[src/hw/rtl/wpm_pkg.sv]
`timescale 1ns / 1ps
// ----------------------------------------------------------------------------
// wpm_pkg: shared types and constants of the windowed peak/rms meter
// Holds the register map, the fixed field widths, the sequencer state type
// and the band compare used at window close.
// ----------------------------------------------------------------------------
package wpm_pkg;

  // fixed field widths
  localparam int WIN_BITS   = 16;
  localparam int GAIN_BITS  = 24;
  localparam int LOW_BITS   = 21;
  localparam int VALUE_BITS = 20;
  localparam int CFG_DATA_W = 24;
  localparam int CFG_IDX_W  = 3;
  localparam int Q_SHIFT    = 16;

  // 1/sqrt(2) in Q16 and the saturation limit of peak and rms
  localparam logic [15:0]           INV_SQRT2_Q16 = 16'd46341;
  localparam logic [VALUE_BITS-1:0] VALUE_MAX     = 20'd1048575;

  // register map
  localparam logic [CFG_IDX_W-1:0] CFG_SAMPLES_PER_WINDOW = 3'd0;
  localparam logic [CFG_IDX_W-1:0] CFG_PEAK_GAIN          = 3'd1;
  localparam logic [CFG_IDX_W-1:0] CFG_BAND_ONE_LOW       = 3'd2;
  localparam logic [CFG_IDX_W-1:0] CFG_BAND_ONE_HIGH      = 3'd3;
  localparam logic [CFG_IDX_W-1:0] CFG_BAND_TWO_LOW       = 3'd4;
  localparam logic [CFG_IDX_W-1:0] CFG_BAND_TWO_HIGH      = 3'd5;

  // register reset values
  localparam logic [WIN_BITS-1:0]          RST_SAMPLES_PER_WINDOW = 16'd1000;
  localparam logic [GAIN_BITS-1:0]         RST_PEAK_GAIN          = 24'd211253;
  localparam logic signed [LOW_BITS-1:0]   RST_BAND_ONE_LOW       = 21'sd9000;
  localparam logic [VALUE_BITS-1:0]        RST_BAND_ONE_HIGH      = 20'd13000;
  localparam logic signed [LOW_BITS-1:0]   RST_BAND_TWO_LOW       = 21'sd19800;
  localparam logic [VALUE_BITS-1:0]        RST_BAND_TWO_HIGH      = 20'd24200;

  // window-close sequencer
  typedef enum logic [2:0] {
    ST_IDLE,
    ST_MUL_PEAK,
    ST_MUL_RMS,
    ST_BAND,
    ST_HOLD
  } wpm_state_t;

  // control from sequencer to datapath
  typedef struct packed {
    logic busy;
    logic mul_rms;
    logic cap_peak;
    logic load_out;
    logic out_valid;
  } wpm_ctrl_t;

  // strict band membership: lo < x < hi, lo signed
  function automatic logic in_band(input logic [VALUE_BITS-1:0] x,
                                   input logic signed [LOW_BITS-1:0] lo,
                                   input logic [VALUE_BITS-1:0] hi);
    logic signed [LOW_BITS:0] xs;
    logic signed [LOW_BITS:0] los;
    begin
      xs  = $signed({2'b00, x});
      los = $signed({lo[LOW_BITS-1], lo});
      return (xs > los) && (x < hi);
    end
  endfunction

endpackage

[src/hw/rtl/wpm_mul.sv]
`timescale 1ns / 1ps
// ----------------------------------------------------------------------------
// wpm_mul: shared multiplier
// Unsigned multiply with a registered product; used once for the peak
// scaling and once for the rms scaling of each window.
// ----------------------------------------------------------------------------
module wpm_mul #(
  parameter int A_W = 20,
  parameter int B_W = 24
) (
  input  logic               clk,
  input  logic [A_W-1:0]     a,
  input  logic [B_W-1:0]     b,
  output logic [A_W+B_W-1:0] p
);

  // product register
  always_ff @(posedge clk) begin
    p <= A_W'(a) * B_W'(b);
  end

endmodule

[src/hw/rtl/wpm_ctrl.sv]
`timescale 1ns / 1ps
// ----------------------------------------------------------------------------
// wpm_ctrl: window-close sequencer
// Steps the shared multiplier through peak and rms scaling, then the band
// compare, then holds the result item until it is taken.
// ----------------------------------------------------------------------------
module wpm_ctrl import wpm_pkg::*; (
  input  logic      clk,
  input  logic      rst,
  input  logic      start,
  input  logic      out_take,
  output wpm_ctrl_t ctrl
);

  wpm_state_t state;
  wpm_state_t state_next;

  // state register
  always_ff @(posedge clk) begin
    if (rst) begin
      state <= ST_IDLE;
    end else begin
      state <= state_next;
    end
  end

  // next state
  always_comb begin
    state_next = state;
    unique case (state)
      ST_IDLE:     if (start) state_next = ST_MUL_PEAK;
      ST_MUL_PEAK: state_next = ST_MUL_RMS;
      ST_MUL_RMS:  state_next = ST_BAND;
      ST_BAND:     state_next = ST_HOLD;
      ST_HOLD:     if (out_take) state_next = ST_IDLE;
      default:     state_next = ST_IDLE;
    endcase
  end

  // decoded controls
  always_comb begin
    ctrl = '0;
    unique case (state)
      ST_IDLE: begin
        ctrl.busy = 1'b0;
      end
      ST_MUL_PEAK: begin
        ctrl.busy = 1'b1;
      end
      ST_MUL_RMS: begin
        ctrl.busy     = 1'b1;
        ctrl.mul_rms  = 1'b1;
        ctrl.cap_peak = 1'b1;
      end
      ST_BAND: begin
        ctrl.busy     = 1'b1;
        ctrl.load_out = 1'b1;
      end
      ST_HOLD: begin
        ctrl.busy      = 1'b1;
        ctrl.out_valid = 1'b1;
      end
      default: begin
        ctrl.busy = 1'b1;
      end
    endcase
  end

endmodule

[src/hw/rtl/windowed_peak_rms_meter_unit.sv]
`timescale 1ns / 1ps
// ----------------------------------------------------------------------------
// windowed_peak_rms_meter_unit: windowed peak-to-peak and rms meter
// Tracks min and max code over a window; at window close scales the span to
// peak and rms through one shared multiplier and flags band membership.
// ----------------------------------------------------------------------------
// Window close: a sample that closes a window gives its result item after two
//   passes of the shared multiplier, then the band compare.
// Throughput: one sample per cycle inside a window; a closing sample blocks
//   input through the multiplier and band steps and until its result item is taken.
// Reset: synchronous, active high; registers take their documented defaults,
//   the window is cleared and no result item is pending.
// ----------------------------------------------------------------------------
module windowed_peak_rms_meter_unit import wpm_pkg::*; #(
  parameter int ADC_BITS   = 12,
  parameter int COUNT_BITS = 16
) (
  input  logic                  clk,
  input  logic                  rst,
  // sample channel
  input  logic                  in_valid,
  output logic                  in_stall,
  input  logic [ADC_BITS-1:0]   sample_code,
  // result channel
  output logic                  out_valid,
  input  logic                  out_stall,
  output logic [ADC_BITS-1:0]   span_code,
  output logic [VALUE_BITS-1:0] peak_value,
  output logic [VALUE_BITS-1:0] rms_value,
  output logic                  in_range,
  // configuration
  input  logic                  cfg_write,
  input  logic [CFG_IDX_W-1:0]  cfg_index,
  input  logic [CFG_DATA_W-1:0] cfg_data
);

  localparam int PEAK_W = ADC_BITS + GAIN_BITS - Q_SHIFT;
  localparam int PROD_W = PEAK_W + GAIN_BITS;
  localparam int SAT_W  = (PEAK_W > VALUE_BITS) ? PEAK_W : VALUE_BITS;
  localparam int CMP_W  = (COUNT_BITS + 1 > WIN_BITS) ? COUNT_BITS + 1 : WIN_BITS;

  // configuration registers
  logic [WIN_BITS-1:0]          samples_per_window;
  logic [GAIN_BITS-1:0]         peak_gain;
  logic signed [LOW_BITS-1:0]   band_one_low;
  logic [VALUE_BITS-1:0]        band_one_high;
  logic signed [LOW_BITS-1:0]   band_two_low;
  logic [VALUE_BITS-1:0]        band_two_high;

  // window state
  logic [COUNT_BITS-1:0]        sample_count;
  logic [ADC_BITS-1:0]          max_code;
  logic [ADC_BITS-1:0]          min_code;
  logic [ADC_BITS-1:0]          max_next;
  logic [ADC_BITS-1:0]          min_next;
  logic [ADC_BITS-1:0]          span;
  logic [CMP_W-1:0]             win_len;
  logic [CMP_W-1:0]             count_inc;
  logic                         in_take;
  logic                         window_close;

  // datapath
  wpm_ctrl_t                    ctrl;
  logic [PEAK_W-1:0]            mul_a;
  logic [GAIN_BITS-1:0]         mul_b;
  logic [PROD_W-1:0]            prod;
  logic [PEAK_W-1:0]            prod_q;
  logic [VALUE_BITS-1:0]        prod_sat;
  logic [SAT_W-1:0]             prod_ext;
  logic [VALUE_BITS-1:0]        peak_hold;

  // configuration writes
  always_ff @(posedge clk) begin
    if (rst) begin
      samples_per_window <= RST_SAMPLES_PER_WINDOW;
      peak_gain          <= RST_PEAK_GAIN;
      band_one_low       <= RST_BAND_ONE_LOW;
      band_one_high      <= RST_BAND_ONE_HIGH;
      band_two_low       <= RST_BAND_TWO_LOW;
      band_two_high      <= RST_BAND_TWO_HIGH;
    end else if (cfg_write) begin
      unique case (cfg_index)
        CFG_SAMPLES_PER_WINDOW: samples_per_window <= cfg_data[WIN_BITS-1:0];
        CFG_PEAK_GAIN:          peak_gain          <= cfg_data[GAIN_BITS-1:0];
        CFG_BAND_ONE_LOW:       band_one_low       <= $signed(cfg_data[LOW_BITS-1:0]);
        CFG_BAND_ONE_HIGH:      band_one_high      <= cfg_data[VALUE_BITS-1:0];
        CFG_BAND_TWO_LOW:       band_two_low       <= $signed(cfg_data[LOW_BITS-1:0]);
        CFG_BAND_TWO_HIGH:      band_two_high      <= cfg_data[VALUE_BITS-1:0];
        default: ;
      endcase
    end
  end

  // min/max fold and window-end test
  always_comb begin
    in_take   = in_valid && !in_stall;
    max_next  = (sample_code > max_code) ? sample_code : max_code;
    min_next  = (sample_code < min_code) ? sample_code : min_code;
    win_len   = (samples_per_window == '0) ? CMP_W'(1) : CMP_W'(samples_per_window);
    count_inc = CMP_W'(sample_count) + CMP_W'(1);
    window_close = !((count_inc < win_len) && (sample_count != '1));
  end

  // window state registers
  always_ff @(posedge clk) begin
    if (rst) begin
      sample_count <= '0;
      max_code     <= '0;
      min_code     <= '1;
    end else if (in_take) begin
      if (window_close) begin
        sample_count <= '0;
        max_code     <= '0;
        min_code     <= '1;
      end else begin
        sample_count <= sample_count + COUNT_BITS'(1);
        max_code     <= max_next;
        min_code     <= min_next;
      end
    end
  end

  // span of the closing window
  always_ff @(posedge clk) begin
    if (in_take && window_close) begin
      span <= max_next - min_next;
    end
  end

  wpm_ctrl u_ctrl (
    .clk      (clk),
    .rst      (rst),
    .start    (in_take && window_close),
    .out_take (!out_stall),
    .ctrl     (ctrl)
  );

  // shared multiplier operands: span*gain, then peak*1/sqrt2
  always_comb begin
    if (ctrl.mul_rms) begin
      mul_a = prod_q;
      mul_b = GAIN_BITS'(INV_SQRT2_Q16);
    end else begin
      mul_a = PEAK_W'(span);
      mul_b = peak_gain;
    end
  end

  wpm_mul #(
    .A_W (PEAK_W),
    .B_W (GAIN_BITS)
  ) u_mul (
    .clk (clk),
    .a   (mul_a),
    .b   (mul_b),
    .p   (prod)
  );

  // Q16 rescale and saturation of the registered product
  always_comb begin
    prod_q   = prod[Q_SHIFT +: PEAK_W];
    prod_ext = SAT_W'(prod_q);
    prod_sat = (prod_ext > SAT_W'(VALUE_MAX)) ? VALUE_MAX : prod_ext[VALUE_BITS-1:0];
  end

  // peak capture and result registers
  always_ff @(posedge clk) begin
    if (ctrl.cap_peak) begin
      peak_hold <= prod_sat;
    end
    if (ctrl.load_out) begin
      span_code  <= span;
      peak_value <= peak_hold;
      rms_value  <= prod_sat;
      in_range   <= in_band(prod_sat, band_one_low, band_one_high) ||
                    in_band(prod_sat, band_two_low, band_two_high);
    end
  end

  // handshake
  assign in_stall  = ctrl.busy;
  assign out_valid = ctrl.out_valid;

endmodule

[config.mk]
export PLATFORM = sky130hd
export DESIGN_NAME = windowed_peak_rms_meter_unit
export DESIGN_NICKNAME = d
export VERILOG_FILES = /design/src/hw/rtl/wpm_pkg.sv /design/src/hw/rtl/wpm_mul.sv /design/src/hw/rtl/wpm_ctrl.sv /design/src/hw/rtl/windowed_peak_rms_meter_unit.sv
export SDC_FILE = /design/constraint.sdc
export NUM_CORES = 1
export LEC_CHECK = 0
export BUFFER_PORTS_ARGS = -buffer_cell sky130_fd_sc_hd__buf_2
export CORE_MARGIN = 10
export CORE_UTILIZATION = 40
export CTS_CLUSTER_DIAMETER = 200
export CTS_CLUSTER_SIZE = 12
export DETAILED_ROUTE_END_ITERATION = 16
export PLACE_DENSITY = 0.63
export SYNTH_ARGS = -nofsm -noshare
export SYNTH_HDL_FRONTEND = slang
export SYNTH_SLANG_ARGS = --single-unit
[constraint.sdc]
create_clock -name clk -period 10.35 [get_ports clk]
set_input_delay 2.07 -clock clk [delete_from_list [all_inputs] [get_ports clk]]
set_output_delay 2.07 -clock clk [all_outputs]
set_load 0.005 [all_outputs]
==> impl_metrics.toml <==
[outcome]
status = "finished, final reports clean"

[detailed_routing]
drtIter0Drc = 1374
vias = 19410
drt-total-wl_mm = 71.19
post_drt_wl_per_cell_um = 18.41
viasPerCell = 5.018
drc = 0
ant_nets = 0
drt-pass1-iter-count = 6

[power_and_ir_drop]
p_leak_nw = 14.12
powerDensity_mw_per_mm2 = 214.3
power_frac_comb_pct = 61.8
power_frac_seq_pct = 23.8
power.total_mw = 6.080
p_clk_share_pct = 14.4
p_int_mw = 3.354
netSwitchingFraction_pct = 44.83
switchingPower_mw = 2.726
peakVddDrop_v = 0.0003170

[clock_network]
clk_pin_slew_ns = 0.06
root_buffer = "clkbuf_16"
h-tree-depth = 1
cts.repair.resized = 0
clkSinkCount = 270
tritoncts = "yes"
cts_setup_buffers = 0
cts_buffers = 26
clock_latency_ns = 0.58
holdBufCountCts = 0
clock_path_buffers = 3

[timing]
worst-slew-pin-transition_ns = 1.162
min_period_ns = 8.609
period_share_pct = 83.18
hold_viol = 0
fin_ws_ns = 1.741
finalMaxSlewViolations = 0
slew_headroom_pct = 22.50
setup_viol = 0
max_clock_freq_mhz = 116.2
rsz0062_at_grt = "no"
finClkSkew_ns = 0.02740
finalSetupTns_ns = 0

[place]
gp_congestion = 0.9316
dpl_worst_slack_ns = 1.780
port_buffers = 98
dpl.hpwl_mm = 54.11

[yosys]
synth_top_area_share_pct = 28.06
yosys.area_share.simple_pct = 15.37
ys_seq_area_share_pct = 23.96
synthCells = 2903
synth_compound_area_share_pct = 9.043
synth_top_family_by_area = "adder cells"
synth_xor_area_share_pct = 1.610
synthTopCellsByArea = "fa_1 (28%), dfxtp_1 (14%), ha_1 (11%)"
synth-adder-area-share_pct = 39.42
syn_area_mm2 = 0.02611
synthFlopType = "dfxtp_1"
synth.distinct_cells = 70
synth-edff-count = 85
synth-seq-cells = 270
synth_mux_area_share_pct = 0.1581
synth_warnings = 0
syn_area_per_cell_um2 = 8.994
async_flop_share_pct = 0
yosys.area.top_type = "fa_1"

[floorplan]
pin_count = 99
start_util_pct = 40.43
rows = 93
die_height_um = 275.5
die_area_mm2 = 0.07589
coreArea_mm2 = 0.06458
fp.dieW_um = 275.5

[critical_path]
cp_max_fo = 54
regToRegStartpoint = "u_ctrl.state[1]"
worst_setup_path_start_kind = "flip-flop"
crit_start = "u_ctrl.state[1]"
crit_slowest_cell = "or3b_4"
slowest_delay_ns = 0.56
crit_required_ns = 10.83
critPathArrivalTime_ns = 9.09
end_kind = "flip-flop"
critPathKind = "flip-flop to flip-flop"
r2r_setup_slack_ns = 1.74
crit_top_cell = "fa_1"

[min_path]
hold_class = "flip-flop to flip-flop"
hold_path.startpoint = "peak_hold[12]"

[grt]
grt.overflow.total = 0
grt_max_degree = 72
antenna_found_initial = 4
grt_pass1_wl_mm = 112.9
grt_pass1_vias = 19730
grt_use_total_pct = 18.98

[finish]
layout_commonest_cell = "inv_1"
fillerInstances = 6324
area_delta_synth_final_pct = 8.693
diodes = 0
seq_area_mm2 = 0.006256
multi_input_area_mm2 = 0.01751
mostFrequentLayoutCells = "inv_1 (570), nand2_1 (481), fa_1 (366), ha_1 (237), dfxtp_1 (185)"
drive_above_1_share_pct = 5.644
nNetsFinal = 3647

[job]
drv_cap = 0
## path summary, 6_finish.rpt
| kind | endpoint | cells after the start |
|---|---|---|
| worst max-delay path | u_mul.p[35] | 26 |
| worst min-delay path | peak_value[12] | 0 |
| worst min register to register | peak_value[12] | 0 |
| worst max register to register | u_mul.p[35] | 26 |
## final cells by class
class | count | area share, %
inverter | 572 | 7.566
sequential | 270 | 22.04
clock buffer | 38 | 2.451
tap | 855 | 3.770
clock inverter | 2 | 0.08818
multi-input combinational | 2008 | 61.71
timing repair buffer | 122 | 2.372
## cells by family (layout without fill, tap and decap cells)
| kind of cell | count (synthesis) | in the layout |
|---|---|---|
| multiplexers | 4 | 4 |
| flip-flops | 270 | 270 |
| other | 2 | 100 |
| AO/OA/AOI/OAI | 387 | 387 |
| AND/OR/NAND/NOR | 866 | 866 |
| adder cells (fa/ha/maj) | 603 | 603 |
| buffers and inverters | 723 | 734 |
| XOR/XNOR | 48 | 48 |
## synth_stat cells (8+ instances only)
| cell | n |
|---|---|
| clkbuf_1 | 145 |
| fa_1 | 366 |
| a21oi_1 | 181 |
| inv_1 | 570 |
| dfxtp_1 | 185 |
| nand4_1 | 25 |
| nor3_1 | 13 |
| nor2b_1 | 15 |
| nand2b_1 | 8 |
| nand2_1 | 481 |
| edfxtp_1 | 85 |
| xor2_1 | 17 |
| a21o_1 | 53 |
| and3_1 | 138 |
| and2_1 | 35 |
| o21ai_0 | 60 |
| nand3_1 | 54 |
| o211ai_1 | 33 |
| a21boi_0 | 9 |
| nor2_1 | 64 |
| xnor2_1 | 31 |
| ha_1 | 237 |
## registers in the layout, indices dropped and copies added (netlist names)
register and flops:
span_code 12, band_one_high 20, u_mul.p 20, band_two_high 20, span 12, rms_value 20
band_one_low 21, max_code 12, peak_hold 20, sample_count 16, peak_value 20, samples_per_window 16
peak_gain 24, band_two_low 21, min_code 12, in_range 1, u_ctrl.state 3
## metal layers
metal	track usage, %	vias to the layer above	part of all wire [%]
li1	-	9239	-
met1	25.65	9469	44
met2	30.83	578	46
met3	3.410	115	6.8
met4	5.263	4	2.9
met5	0	-	0.038
## power by group through the flow
stage               logic [mW]  registers [mW]  clock network [mW]
floorplan                 2.92            1.30                   0
global placement          3.66            1.46                   0
detailed placement        3.72            1.46                   0
CTS                       3.77            1.44               0.898
global route              4.31            1.45               0.938
finish                    3.76            1.45               0.875
## worst max-delay path, delay by kind of cell (launching register included)
family          cells  cell delay [ns]
compound gates      7             1.72
fa+ha+maj           8             3.85
flops               1             0.36
xor+xnor            1             0.11
simple gates        5             1.78
buf+inv             5             0.68
## per-stage QoR
stage / cells / hold WS, ns / instance area [um2] / util [%]
after floorplan: 3001 / 0.4003 / 26480 / -
after global placement: 3827 / 0.4004 / 27660 / 42.83
after detailed placement: 3827 / 0.4045 / 27660 / 42.83
after CTS: 3867 / 0.4176 / 28380 / 43.94
after global routing: 3867 / 0.4233 / 28380 / 43.94
final: 3867 / 0.4132 / 28380 / 43.94
(Power assumes the default switching activity.)
